`config.mk`:
```
export PLATFORM = sky130hd
export DESIGN_NAME = numeric_literal_radix_parser_top
export DESIGN_NICKNAME = d
export VERILOG_FILES = /design/src/hdl/nlrp_pkg.sv /design/src/hdl/numeric_literal_radix_parser_top.sv
export SDC_FILE = /design/constraint.sdc
export NUM_CORES = 1
export LEC_CHECK = 0
export BUFFER_PORTS_ARGS = -buffer_cell sky130_fd_sc_hd__buf_2
export CELL_PAD_IN_SITES_DETAIL_PLACEMENT = 1
export CELL_PAD_IN_SITES_GLOBAL_PLACEMENT = 2
export CORE_UTILIZATION = 30
export CTS_BUF_LIST = sky130_fd_sc_hd__clkbuf_8
export CTS_CLUSTER_SIZE = 40
export DETAILED_ROUTE_END_ITERATION = 12
export HOLD_SLACK_MARGIN = 0.03
export PLACE_DENSITY = 0.66
export SYNTH_ARGS = -nofsm -noshare
export SYNTH_HDL_FRONTEND = slang
export SYNTH_SLANG_ARGS = --single-unit
```
`constraint.sdc`:
```
create_clock -name clock -period 8.6 [get_ports clock]
set_input_delay 0.43 -clock clock [delete_from_list [all_inputs] [get_ports clock]]
set_output_delay 0.43 -clock clock [all_outputs]
set_load 0.005 [all_outputs]
```
`src/hdl/nlrp_pkg.sv`:
```
package nlrp_pkg;

   // One character of a number token
   typedef struct packed {
      logic [7:0] char_code;
      logic       is_final;
   } req_type;

   // Converted token
   typedef struct packed {
      logic [31:0] number_value;
      logic        bad_literal;
   } rsp_type;

   // Kind of prefix seen at the start of the token
   typedef enum logic [1:0] {
      KIND_DEC,
      KIND_ZERO,
      KIND_DOLLAR,
      KIND_ZEROX
   } prefix_kind_type;

   localparam logic [7:0] CHAR_ZERO   = 8'h30;
   localparam logic [7:0] CHAR_NINE   = 8'h39;
   localparam logic [7:0] CHAR_UP_A   = 8'h41;
   localparam logic [7:0] CHAR_UP_Z   = 8'h5A;
   localparam logic [7:0] CHAR_A      = 8'h61;
   localparam logic [7:0] CHAR_B      = 8'h62;
   localparam logic [7:0] CHAR_F      = 8'h66;
   localparam logic [7:0] CHAR_H      = 8'h68;
   localparam logic [7:0] CHAR_O      = 8'h6F;
   localparam logic [7:0] CHAR_Q      = 8'h71;
   localparam logic [7:0] CHAR_X      = 8'h78;
   localparam logic [7:0] CHAR_DOLLAR = 8'h24;
   localparam logic [7:0] CASE_BIT    = 8'h20;

   // Digit weight limits used for the per-radix bad digit flags, and the weight of 'a'
   localparam logic [3:0] LIMIT_BIN = 4'd2;
   localparam logic [3:0] LIMIT_OCT = 4'd8;
   localparam logic [3:0] LIMIT_DEC = 4'd10;
   localparam logic [3:0] HEX_BASE  = 4'd10;

   // Index of each radix in the bad digit flags
   localparam int FLAG_BIN = 0;
   localparam int FLAG_OCT = 1;
   localparam int FLAG_DEC = 2;
   localparam int FLAG_HEX = 3;

endpackage

```
`src/hdl/numeric_literal_radix_parser_top.sv`:
```
// Channel | Direction | Handshake             | Payload
// req     | in        | req_valid / req_ready | req_data  (char_code, is_final)
// rsp     | out       | rsp_valid / rsp_ready | rsp_data  (number_value, bad_literal)
//
// One character per cycle while req_ready is high: each accepted character is held
// and the one held before it is shifted into the four running values (radix 2, 8,
// 10 and 16); the final character also loads the result register, so its result
// appears in the cycle after its transfer. The decimal path, with two chained
// multiply-by-ten adds on a final character, sets the cycle time.
// Reset (synchronous, active high) clears all token state and the result valid flag.
// A character is taken while the result register is empty or being drained.
module numeric_literal_radix_parser_top #(
   parameter int VALUE_BITS = 32
) (
   input  logic             clock,
   input  logic             reset,
   input  logic             req_valid,
   output logic             req_ready,
   input  nlrp_pkg::req_type req_data,
   output logic             rsp_valid,
   input  logic             rsp_ready,
   output nlrp_pkg::rsp_type rsp_data
);
   import nlrp_pkg::*;

   typedef logic [VALUE_BITS-1:0] value_type;

   typedef struct packed {
      value_type bin;
      value_type oct;
      value_type dec;
      value_type hex;
   } acc_set_type;

   typedef struct packed {
      logic [3:0] weight;
      logic [3:0] flags;
   } digit_type;

   // Decode a folded character into its digit weight and bad-radix flags
   function automatic digit_type decode_digit(logic [7:0] c);
      digit_type r;
      r.weight = 4'd0;
      r.flags  = 4'd0;
      if (c >= CHAR_ZERO && c <= CHAR_NINE) begin
         r.weight = 4'(c - CHAR_ZERO);
      end else if (c >= CHAR_A && c <= CHAR_F) begin
         r.weight = 4'(c - CHAR_A) + HEX_BASE;
      end else begin
         r.flags = 4'hF;
      end
      if (r.weight >= LIMIT_BIN) r.flags[FLAG_BIN] = 1'b1;
      if (r.weight >= LIMIT_OCT) r.flags[FLAG_OCT] = 1'b1;
      if (r.weight >= LIMIT_DEC) r.flags[FLAG_DEC] = 1'b1;
      return r;
   endfunction

   // Shift one digit into all four running values
   function automatic acc_set_type acc_step(acc_set_type a, logic [3:0] d);
      acc_set_type r;
      value_type   dz;
      dz    = value_type'(d);
      r.bin = (a.bin << 1) + dz;
      r.oct = (a.oct << 3) + dz;
      r.dec = (a.dec << 3) + (a.dec << 1) + dz;
      r.hex = (a.hex << 4) + dz;
      return r;
   endfunction

   // Token state
   acc_set_type     acc_ff,  acc_in;
   logic [7:0]      held_ff, held_in;
   logic [3:0]      bad_ff,  bad_in;
   logic [1:0]      seen_ff, seen_in;
   prefix_kind_type kind_ff, kind_in;

   // Result register
   logic    rsp_valid_ff, rsp_valid_in;
   rsp_type rsp_data_ff,  rsp_data_in;

   logic        accept;
   logic        fin;
   logic [7:0]  c;
   digit_type   held_dig, c_dig;
   logic        held_take, c_skip, suffix;
   acc_set_type stage1, stage2;
   logic [3:0]  bad1, bad2;
   value_type   value;
   logic        invalid;
   logic [VALUE_BITS+31:0] value_ext;

   assign req_ready = !rsp_valid_ff || rsp_ready;
   assign accept    = req_valid && req_ready;
   assign rsp_valid = rsp_valid_ff;
   assign rsp_data  = rsp_data_ff;

   always_comb begin
      fin = req_data.is_final;
      // fold upper case to lower case
      c = req_data.char_code;
      if (c >= CHAR_UP_A && c <= CHAR_UP_Z) begin
         c = c | CASE_BIT;
      end

      // held character: skip '$' in first place and the 'x' of a "0x" prefix
      held_dig  = decode_digit(held_ff);
      held_take = (seen_ff != 2'd0) &&
                  !((seen_ff == 2'd1 && held_ff == CHAR_DOLLAR) ||
                    (seen_ff == 2'd2 && kind_ff == KIND_ZEROX));
      stage1 = held_take ? acc_step(acc_ff, held_dig.weight) : acc_ff;
      bad1   = held_take ? (bad_ff | held_dig.flags) : bad_ff;

      // track position and prefix kind
      kind_in = kind_ff;
      if (seen_ff == 2'd0) begin
         if (c == CHAR_ZERO) begin
            kind_in = KIND_ZERO;
         end else if (c == CHAR_DOLLAR) begin
            kind_in = KIND_DOLLAR;
         end else begin
            kind_in = KIND_DEC;
         end
      end else if (seen_ff == 2'd1 && kind_ff == KIND_ZERO && c == CHAR_X) begin
         kind_in = KIND_ZEROX;
      end
      seen_in = (seen_ff == 2'd3) ? 2'd3 : seen_ff + 2'd1;
      held_in = c;

      // final character taken as a digit unless it is a prefix character or a radix suffix
      c_dig  = decode_digit(c);
      c_skip = (seen_ff == 2'd0 && c == CHAR_DOLLAR) ||
               (seen_ff == 2'd1 && kind_in == KIND_ZEROX);
      stage2 = c_skip ? stage1 : acc_step(stage1, c_dig.weight);
      bad2   = c_skip ? bad1 : (bad1 | c_dig.flags);
      suffix = (c == CHAR_H) || (c == CHAR_O) || (c == CHAR_Q) || (c == CHAR_B);

      priority if (c == CHAR_H) begin
         value   = stage1.hex;
         invalid = bad1[FLAG_HEX] || kind_in == KIND_DOLLAR || kind_in == KIND_ZEROX;
      end else if (c == CHAR_B) begin
         value   = stage1.bin;
         invalid = bad1[FLAG_BIN] || kind_in == KIND_DOLLAR || kind_in == KIND_ZEROX;
      end else if (suffix) begin
         value   = stage1.oct;
         invalid = bad1[FLAG_OCT] || kind_in == KIND_DOLLAR || kind_in == KIND_ZEROX;
      end else begin
         unique case (kind_in)
            KIND_ZERO: begin
               value   = stage2.oct;
               invalid = bad2[FLAG_OCT];
            end
            KIND_DEC: begin
               value   = stage2.dec;
               invalid = bad2[FLAG_DEC];
            end
            KIND_DOLLAR, KIND_ZEROX: begin
               value   = stage2.hex;
               invalid = bad2[FLAG_HEX];
            end
            default: begin
               value   = stage2.dec;
               invalid = bad2[FLAG_DEC];
            end
         endcase
      end

      // drop the value on an invalid token; widen or trim to 32 bits
      value_ext                = {32'd0, value};
      rsp_data_in.number_value = invalid ? 32'd0 : value_ext[31:0];
      rsp_data_in.bad_literal  = invalid;

      acc_in = stage1;
      bad_in = bad1;

      rsp_valid_in = rsp_valid_ff;
      if (accept && fin) begin
         rsp_valid_in = 1'b1;
      end else if (rsp_ready) begin
         rsp_valid_in = 1'b0;
      end
   end

   always_ff @(posedge clock) begin
      if (reset) begin
         acc_ff       <= '0;
         held_ff      <= '0;
         bad_ff       <= '0;
         seen_ff      <= '0;
         kind_ff      <= KIND_DEC;
         rsp_valid_ff <= 1'b0;
      end else begin
         rsp_valid_ff <= rsp_valid_in;
         if (accept) begin
            if (fin) begin
               // token done: return to the empty state
               acc_ff  <= '0;
               held_ff <= '0;
               bad_ff  <= '0;
               seen_ff <= '0;
               kind_ff <= KIND_DEC;
            end else begin
               acc_ff  <= acc_in;
               held_ff <= held_in;
               bad_ff  <= bad_in;
               seen_ff <= seen_in;
               kind_ff <= kind_in;
            end
         end
      end
   end

   // hold the result until its transfer
   always_ff @(posedge clock) begin
      if (accept && fin) begin
         rsp_data_ff <= rsp_data_in;
      end
   end

endmodule
```
==> flow_summary.ini, run 1 <==
[run_status]
status = finished, final reports clean

[grt]
grt_max_degree = 140
antenna_found_initial = 2
grt_pass1_vias = 15600
use_met2_pct = 37.9
grt.total_usage_pct = 24.0
grtUsageMet1_pct = 32.9
top_usage_layer = met2
grt_use_met3_pct = 4.53
grt_pass1_wl_mm = 96.9
grt.overflow.total = 0

[logic_synthesis]
synthFlopType = dfxtp_1
synthArstFlopShare_pct = 0
ys_warn_count = 0
seq_area_frac_synth_pct = 25.0
synthCells = 2008
yosys.area_share.simple_pct = 22.4
avgSynthCellArea_um2 = 7.71
synth.distinct_cells = 97
netlist_area_mm2 = 0.0155
syn-num-nets = 2157
yosys_register_bits = 177
synth_top_family_by_area = compound AO/OA/AOI/OAI gates
synthMuxAreaShare_pct = 1.70
synth_xor_area_share_pct = 6.96
synth_compound_area_share_pct = 28.3
synthAdderAreaFrac_pct = 11.2
synth_edf_count = 33

[sta]
final_max_slew_viol_count = 0
clock_skew_ns = 0.0286
worst_pin_slew_ns = 1.15
maxClockFrequency_mhz = 126
finalCritPeriodShare_pct = 92.5
whs_ns = 0.183
setup_viol = 0
hold_viol_final = 0
grt_setup_unrepaired = no
min_period_ns = 7.95
finalSetupTns_ns = 0
relSlewSlack_pct = 23.3

[setup_path]
path_buf_inv = 3
cp_max_fo = 9
cp_top_family = compound AO/OA/AOI/OAI gates
startpoint_type = flop
timing.rr.start = held_ff[3]
r2r_slack_ns = 0.65
slowest_stage = a211oi_1
criticalPathCategory = flop to flop
r2r_cells = 29
rr_endpoint = rsp_data[31]
required_ns = 9.03
cp_common_cell = ha_1
slowest_delay_ns = 0.64
worst_setup_path_end_kind = flop
worstPathArrival_ns = 8.38

[layout]
areaGrowthSynthToFinish_pct = 7.90
n_fill_cell = 6115
utilization_pct = 33.0
design_area_mm2 = 0.0167
layout_commonest_cell = nor2_1
nNetsFinal = 2123
final_layout_size_suffix_gt1_share_pct = 8.05
final_cell_mix = nor2_1 (268), nand2_1 (219), dfxtp_1 (144)

[floorplan]
die_w_um = 229
start_util_pct = 30.6
fp.dieH_um = 229
dieArea_mm2 = 0.0525
io_pins = 48
row_count = 82
fp.coreArea_mm2 = 0.0506

[clock_network]
clock_sinks = 177
htree_levels = 4
root_buffer = clkbuf_8
worstSkewPairLatency_ns = 0.60
hold_buffers = 0
clk_path_buf_depth = 2
cts_setup_buffers = 0
cts.clk_slew.worst_paths_ns = 0.10
cts_tree = built
cts_buffers = 17

[place]
finalWeightedCongestion = 0.845
placedInstanceArea_mm2 = 0.0163
dp_hpwl_mm = 44.5
port_buffers = 47

[drt]
first_iter_violations = 1201
via_per_inst = 5.83
vias = 15500
final_antenna_net_count = 0
avgRoutedWirePerCell_um = 23.5
drc = 0
routed_wl_mm = 62.5
firstDrtPassIters = 5

[worst_hold_path]
whs_endpoint = held_ff[6]
min_from = req_data[7]
hold_path.class = primary input to flop
hold_depth = 3

[power]
leakage_nw = 6.64
power_w = 0.00171
pwr_density_cell_mw_per_mm2 = 102
ir_drop_uv = 94.3

[run]
maxCapViolations = 0
-- worst max-delay path by stage --
stage,start,to,cells past startpoint
after floorplan,held_ff[3],rsp_data[29],32
after global placement,held_ff[3],rsp_data[32],29
after detailed placement,held_ff[3],rsp_data[32],29
after CTS,held_ff[3],rsp_data[32],29
after global routing,held_ff[3],rsp_data[32],29
final,held_ff[3],rsp_data[31],29
-- through the flow --
stage | std cells | setup WS, ns
6_report | 2660 | 0.648
2_1_floorplan | 2008 | 1.63
3_3_place_gp | 2627 | 0.716
3_5_place_dp | 2627 | 0.365
4_1_cts | 2659 | 0.325
5_1_grt | 2660 | 0.0374
-- what timing repair did --
action	CTS	global route
hold endpoints to repair	0	0
endpoints found under the setup margin	0	1
gates resized for setup	0	1
-- Yosys cell counts (18+ instances only) --
cell	n	area [µm²]
nand4_1	24	150
buf_2	20	100
o21a_1	21	158
a21oi_1	136	681
nand3_1	32	160
mux2i_1	24	240
edfxtp_1	33	991
clkbuf_1	95	357
nor3_1	30	150
a31oi_1	21	131
nor2_1	271	1020
inv_1	39	146
xor2_1	64	561
xnor2_1	59	517
o21ai_0	142	711
dfxtp_1	144	2880
ha_1	131	1640
nand2_1	220	826
a21o_1	39	293
a221oi_1	18	158
nor2b_1	18	113
and3_1	28	175
a22oi_1	111	833
-- final cells by class --
cell class / count / area [µm²] / share of cell area (%)
Multi-Input combinational cell: 1664 / 11000 / 65.7
Sequential cell: 177 / 3870 / 23.2
Tap cell: 672 / 841 / 5.03
Timing Repair Buffer: 75 / 460 / 2.76
Clock buffer: 17 / 234 / 1.40
Clock inverter: 15 / 168 / 1.00
Inverter: 39 / 146 / 0.876
Antenna cell: 1 / 2.50 / 0.0150
-- worst register-to-register path: cells and delay by family, from the launching register on --
| family | cells | cell delay [ns] |
|---|---|---|
| simple gates | 6 | 1.86 |
| flops | 1 | 0.41 |
| buf+inv | 3 | 0.40 |
| xor+xnor | 2 | 0.32 |
| fa+ha+maj | 5 | 1.38 |
| compound gates | 13 | 3.45 |
-- cell families after synthesis --
logic type,after synthesis
simple gates,727
compound gates,652
flops,177
buf+inv,167
fa+ha+maj,136
xor+xnor,123
mux,26
-- metal layers --
metal	vias up	routed length, µm	part of all wire [%]
li1	7335	-	-
met1	7750	30100	48
met2	350	27900	45
met3	66	3060	4.9
met4	0	1490	2.4
met5	-	0	0
-- state kept, by name, indices dropped and copies added (netlist names) --
name / count
seen_ff: 2
rsp_data: 33
held_ff: 8
kind_ff: 2
bad_ff: 4
acc_ff: 127
rsp_valid: 1
-- power by group --
part | internal, W | leakage (nW) | total, W | switching [W]
sequential | 0.000852 | 1.48 | 0.000860 | 0.00000789
clock | 0.000242 | 0.203 | 0.000653 | 0.000411
combinational | 0.0000448 | 4.95 | 0.000199 | 0.000155
(Power assumes the default switching activity.)
==> inputs of run 2 (changes only) <==
--- a/config.mk
+++ b/config.mk
@@ -8,12 +8,12 @@
 export BUFFER_PORTS_ARGS = -buffer_cell sky130_fd_sc_hd__buf_2
 export CELL_PAD_IN_SITES_DETAIL_PLACEMENT = 1
 export CELL_PAD_IN_SITES_GLOBAL_PLACEMENT = 2
-export CORE_UTILIZATION = 30
+export CORE_UTILIZATION = 38
 export CTS_BUF_LIST = sky130_fd_sc_hd__clkbuf_8
 export CTS_CLUSTER_SIZE = 40
 export DETAILED_ROUTE_END_ITERATION = 12
 export HOLD_SLACK_MARGIN = 0.03
-export PLACE_DENSITY = 0.66
+export PLACE_DENSITY = 0.81
 export SYNTH_ARGS = -nofsm -noshare
 export SYNTH_HDL_FRONTEND = slang
 export SYNTH_SLANG_ARGS = --single-unit
==> flow_summary.ini, run 2 (synthesized netlist as in run 1, its figures left out) <==
[floorplan]
io_pins = 48
fp.dieH_um = 204
fp.coreArea_mm2 = 0.0399
dieArea_mm2 = 0.0416
row_count = 73
die_w_um = 204
start_util_pct = 38.8

[grt]
grt.total_usage_pct = 28.6
antenna_found_initial = 1
grt_pass1_vias = 15800
grt.overflow.total = 0
grt_pass1_wl_mm = 92.0
grt_max_degree = 82

[drt]
final_antenna_net_count = 0
avgRoutedWirePerCell_um = 23.2
drc = 0
routed_wl_mm = 58.3
firstDrtPassIters = 7
first_iter_violations = 1268
vias = 15500
via_per_inst = 6.17

[setup_path]
required_ns = 8.97
worstPathArrival_ns = 8.18
cp_max_fo = 9
slowest_delay_ns = 0.74
cp_common_cell = ha_1
worst_setup_path_end_kind = flop
slowest_stage = a211oi_1
criticalPathCategory = flop to flop
startpoint_type = flop

[power]
pwr_density_cell_mw_per_mm2 = 103
leakage_nw = 6.63
ir_drop_uv = 105

[sta]
finalCritPeriodShare_pct = 90.8
final_max_slew_viol_count = 0
finalSetupTns_ns = 0
setup_slack_ns = 0.792
maxClockFrequency_mhz = 128
min_period_ns = 7.81
relSlewSlack_pct = 26.5
worst_pin_slew_ns = 1.10
hold_viol_final = 0
clock_skew_ns = 0.0169
grt_setup_unrepaired = no
setup_viol = 0

[layout]
final_layout_size_suffix_gt1_share_pct = 7.96
areaGrowthSynthToFinish_pct = 6.54
top_register = acc_ff
nNetsFinal = 2122
layout_commonest_cell = nor2_1
diodes = 0
final_cell_mix = nor2_1 (268), nand2_1 (219), dfxtp_1 (144)
largest_reg_flops = 127

[place]
place_ws_ns = 0.647
port_buffers = 47
finalWeightedCongestion = 0.866
dp_hpwl_mm = 42.0

[clock_network]
clk_path_buf_depth = 2
worstSkewPairLatency_ns = 0.54
root_buffer = clkbuf_8
hold_buffers = 0
clock_sinks = 177
cts_tree = built
cts.clk_slew.worst_paths_ns = 0.11
htree_levels = 4
cts_buffers = 17

[run_status]
status = finished, final reports clean

[worst_hold_path]
hold_path.class = primary input to flop

[run]
maxCapViolations = 0
[run 2: cell types whose count changed in the layout (fill, tap and decap cells not counted), moves of 2 or more]
cell and delta:
inv_6 +2, clkinv_4 -3, a2111oi_0 +2, a2111oi_1 -2
[run 2: final timing paths]
kind | startpoint | slack [ns] | to | cells after the start
setup / recovery | held_ff[3] | 0.79 | rsp_data[31] | 28
hold / removal | req_data[7] | 0.24 | held_ff[6] | 3
setup reg to reg | held_ff[3] | 0.79 | rsp_data[31] | 28
hold reg to reg | bad_ff[0] | 0.49 | bad_ff[0] | 2
[run 2: final cells by class]
| cell class | count | area [µm²] |
|---|---|---|
| clock buffers | 17 | 234 |
| clock inverters | 15 | 174 |
| fillers | 4851 | 23400 |
| inverters | 39 | 146 |
| multi-input cells | 1664 | 11000 |
| flip-flops and latches | 177 | 3870 |
| well taps | 525 | 657 |
| repair buffers | 74 | 440 |
[run 2: per-layer routing]
layer	global-route usage, %	up-vias	wire, µm
li1	-	7334	-
met1	39.3	7641	27400
met2	44.5	416	25800
met3	3.86	114	2860
met4	12.4	0	2230
met5	0	-	0
[run 2: repair_timing]
item                       in CTS  in global routing
resized for setup               0                  1
setup buffers                   0                  0
setup endpoints to repair       0                  3
[run 2: where the power goes]
part	switching (W)	total (W)	internal, W
clock network	0.000377	0.000644	0.000267
logic	0.000150	0.000194	0.0000434
registers	0.00000764	0.000859	0.000852
total	0.000535	0.00170	0.00116
[run 2: stage by stage]
stage               util, %  power (W)  cell area [µm²]  cells  hold slack, ns
global route           41.3    0.00176            16500   2511           0.243
detailed placement     40.3    0.00107            16100   2479           0.463
floorplan                 -    0.00100            15500   2008           0.432
global placement       40.3    0.00107            16100   2479           0.455
finish                 41.3    0.00170            16500   2511           0.239
CTS                    41.3    0.00172            16500   2511           0.202
[run 2: critical path: cells and delay by family, from the launching register on]
family	cells	cell delay [ns]
simple gates	6	1.90
compound gates	13	3.47
xor+xnor	2	0.27
buf+inv	2	0.23
fa+ha+maj	5	1.38
flops	1	0.41
==> inputs of run 3 (changes only) <==
--- a/config.mk
+++ b/config.mk
@@ -5,15 +5,16 @@
 export SDC_FILE = /design/constraint.sdc
 export NUM_CORES = 1
 export LEC_CHECK = 0
-export BUFFER_PORTS_ARGS = -buffer_cell sky130_fd_sc_hd__buf_2
 export CELL_PAD_IN_SITES_DETAIL_PLACEMENT = 1
 export CELL_PAD_IN_SITES_GLOBAL_PLACEMENT = 2
 export CORE_UTILIZATION = 38
 export CTS_BUF_LIST = sky130_fd_sc_hd__clkbuf_8
 export CTS_CLUSTER_SIZE = 40
 export DETAILED_ROUTE_END_ITERATION = 12
+export DONT_BUFFER_PORTS = 1
+export GPL_TIMING_DRIVEN = 0
 export HOLD_SLACK_MARGIN = 0.03
-export PLACE_DENSITY = 0.81
+export PLACE_DENSITY = 0.79
 export SYNTH_ARGS = -nofsm -noshare
 export SYNTH_HDL_FRONTEND = slang
 export SYNTH_SLANG_ARGS = --single-unit
==> flow_summary.ini, run 3 (synthesized netlist as in run 1, its figures left out) <==
[layout]
areaGrowthSynthToFinish_pct = 7.55
layout_commonest_cell = nor2_1
final_layout_size_suffix_gt1_share_pct = 6.06
diodes = 0
largest_reg_flops = 127
nNetsFinal = 2181
top_register = acc_ff
layout.cells.non_filler = 2570
final_cell_mix = nor2_1 (270), nand2_1 (220), dfxtp_1 (144)
n_fill_cell = 4916

[drt]
drc = 0
first_iter_violations = 1679
routed-wl-met2_mm = 30.9
firstDrtPassIters = 6
avgRoutedWirePerCell_um = 27.9
vias = 16400
via_per_inst = 6.38
route.met3.wl_mm = 5.47
m1WireLength_mm = 32.9
final_antenna_net_count = 0
top_layer = met4
routed_wl_mm = 71.7

[setup_path]
startpoint_type = flop
criticalPathCategory = flop to flop
slowest_delay_ns = 0.54
cp_max_fo = 10
r2r_slack_ns = 0.40
cp_common_cell = buf_2
cp_top_family = compound AO/OA/AOI/OAI gates
path_buf_inv = 7
timing.rr.start = held_ff[1]
worstPathArrival_ns = 8.48
worst_setup_path_end_kind = flop
required_ns = 8.88
worstPathCellList = inv_1 -> ha_1 -> or4bb_1 -> o22ai_2 -> buf_6 -> buf_2 -> buf_2 -> buf_2 -> clkbuf_2 -> buf_2 -> a21o_1 -> fa_1 -> ha_1 -> a21o_1 -> a21o_1 -> a211o_1 -> a41oi_1 -> a21oi_1 -> a31oi_1 -> nor2b_1 -> o21ai_0 -> and4_1 -> nor3_1 -> a2111oi_1
timing.critical_path.from = held_ff[1]
slowest_stage = a2111oi_1
r2r_cells = 24
rr_endpoint = rsp_data[24]

[run]
maxCapViolations = 0

[floorplan]
row_count = 73
die_w_um = 204
fp.dieH_um = 204
io_pins = 48
start_util_pct = 38.8
fp.coreArea_mm2 = 0.0399
dieArea_mm2 = 0.0416

[grt]
grt_max_degree = 35
antenna_found_initial = 1
grt_pass1_wl_mm = 106
grt.total_usage_pct = 34.7
grt_pass1_vias = 16000
grt.overflow.total = 0

[worst_hold_path]
hold_path.class = primary input to flop
min_from = reset
whs_endpoint = acc_ff[61]
hold_depth = 3

[sta]
setup_slack_ns = 0.401
setup_viol = 0
maxClockFrequency_mhz = 122
worst_pin_slew_ns = 1.28
final_max_slew_viol_count = 0
relSlewSlack_pct = 14.3
grt_setup_unrepaired = no
finalCritPeriodShare_pct = 95.3
clock_skew_ns = 0.0214
min_period_ns = 8.20
hold_viol_final = 0

[clock_network]
cts_tree = built
clock_sinks = 177
htree_levels = 4
root_buffer = clkbuf_8
cts.clk_slew.worst_paths_ns = 0.11
cts_buffers = 17
worstSkewPairLatency_ns = 0.56
clk_path_buf_depth = 2

[power]
pwr_density_cell_mw_per_mm2 = 104
ir_drop_uv = 131
leakage_nw = 6.58

[place]
port_buffers = 0
place_ws_ns = -0.718
placed_cells = 2535
dp_hpwl_mm = 56.1
finalWeightedCongestion = 1.03

[run_status]
status = finished, final reports clean
==> run 3: cell types whose count changed in the layout (fill, tap and decap cells not counted), moves of 2 or more <==
| cell | change |
|---|---|
| clkbuf_1 | +91 |
| a2111oi_1 | +3 |
| clkbuf_8 | +2 |
| buf_2 | -26 |
| buf_4 | -20 |
| buf_6 | +3 |
| a2111oi_0 | -4 |
| nor2_1 | +2 |
| clkbuf_2 | +6 |
| buf_1 | +3 |
==> run 3: where the power goes <==
group | switching (W) | total, W | leakage [nW] | internal, W
sequential | 0.00000664 | 0.000859 | 1.48 | 0.000852
combinational | 0.000187 | 0.000234 | 4.89 | 0.0000472
clock | 0.000387 | 0.000642 | 0.203 | 0.000255
total | 0.000580 | 0.00173 | 6.58 | 0.00115
==> run 3: metrics by stage <==
step	utilization [%]	hold WS, ns	total power, W	setup TNS (ns)	instance area, µm²
after floorplan	-	0.432	0.00100	0	15500
after global placement	40.4	0.449	0.00110	-1.35	16100
after detailed placement	40.5	0.460	0.00110	-2.02	16200
after CTS	41.6	0.0482	0.00173	0	16600
after global routing	41.7	0.0885	0.00178	0	16700
final	41.7	0.0750	0.00173	0	16700
==> run 3: how the worst max path moves through the flow <==
stage                   end  slack, ns  cells after the start
2_1_floorplan  rsp_data[29]       1.63                     32
3_3_place_gp   rsp_data[32]      -0.57                     29
3_5_place_dp   rsp_data[32]      -0.72                     29
4_1_cts        rsp_data[31]       0.09                     32
5_1_grt        rsp_data[31]       0.01                     33
6_report       rsp_data[24]       0.40                     24
==> run 3: what timing repair did <==
action                                  in CTS  in global routing
resized for setup                            8                 17
buffers inserted                             0                  2
hold buffers                                 1                  0
endpoints found under the hold margin        1                  0
pin swaps                                    0                  1
endpoints found under the setup margin       9                  7
==> run 3: worst register-to-register path, delay by kind of cell (launching register included) <==
kind                     cells  cell delay (ns)
AO/OA/AOI/OAI               10             3.31
adder cells (fa/ha/maj)      3             0.97
flip-flops                   1             0.39
AND/OR/NAND/NOR              4             0.93
buffers and inverters        7             2.35
==> run 3: cell type report <==
cell class	instances	area, µm²	area share [%]
Multi-Input combinational cell	1664	11000	65.9
Sequential cell	177	3870	23.3
Tap cell	525	657	3.94
Buffer	128	554	3.33
Clock buffer	19	262	1.57
Inverter	39	146	0.879
Clock inverter	13	139	0.834
Timing Repair Buffer	5	47.5	0.286
==> run 3: per-layer routing <==
layer,global-route usage (%),vias up
met4,12.7,0
met3,5.90,111
met2,52.8,659
met1,48.8,8186
li1,-,7443
met5,0,-
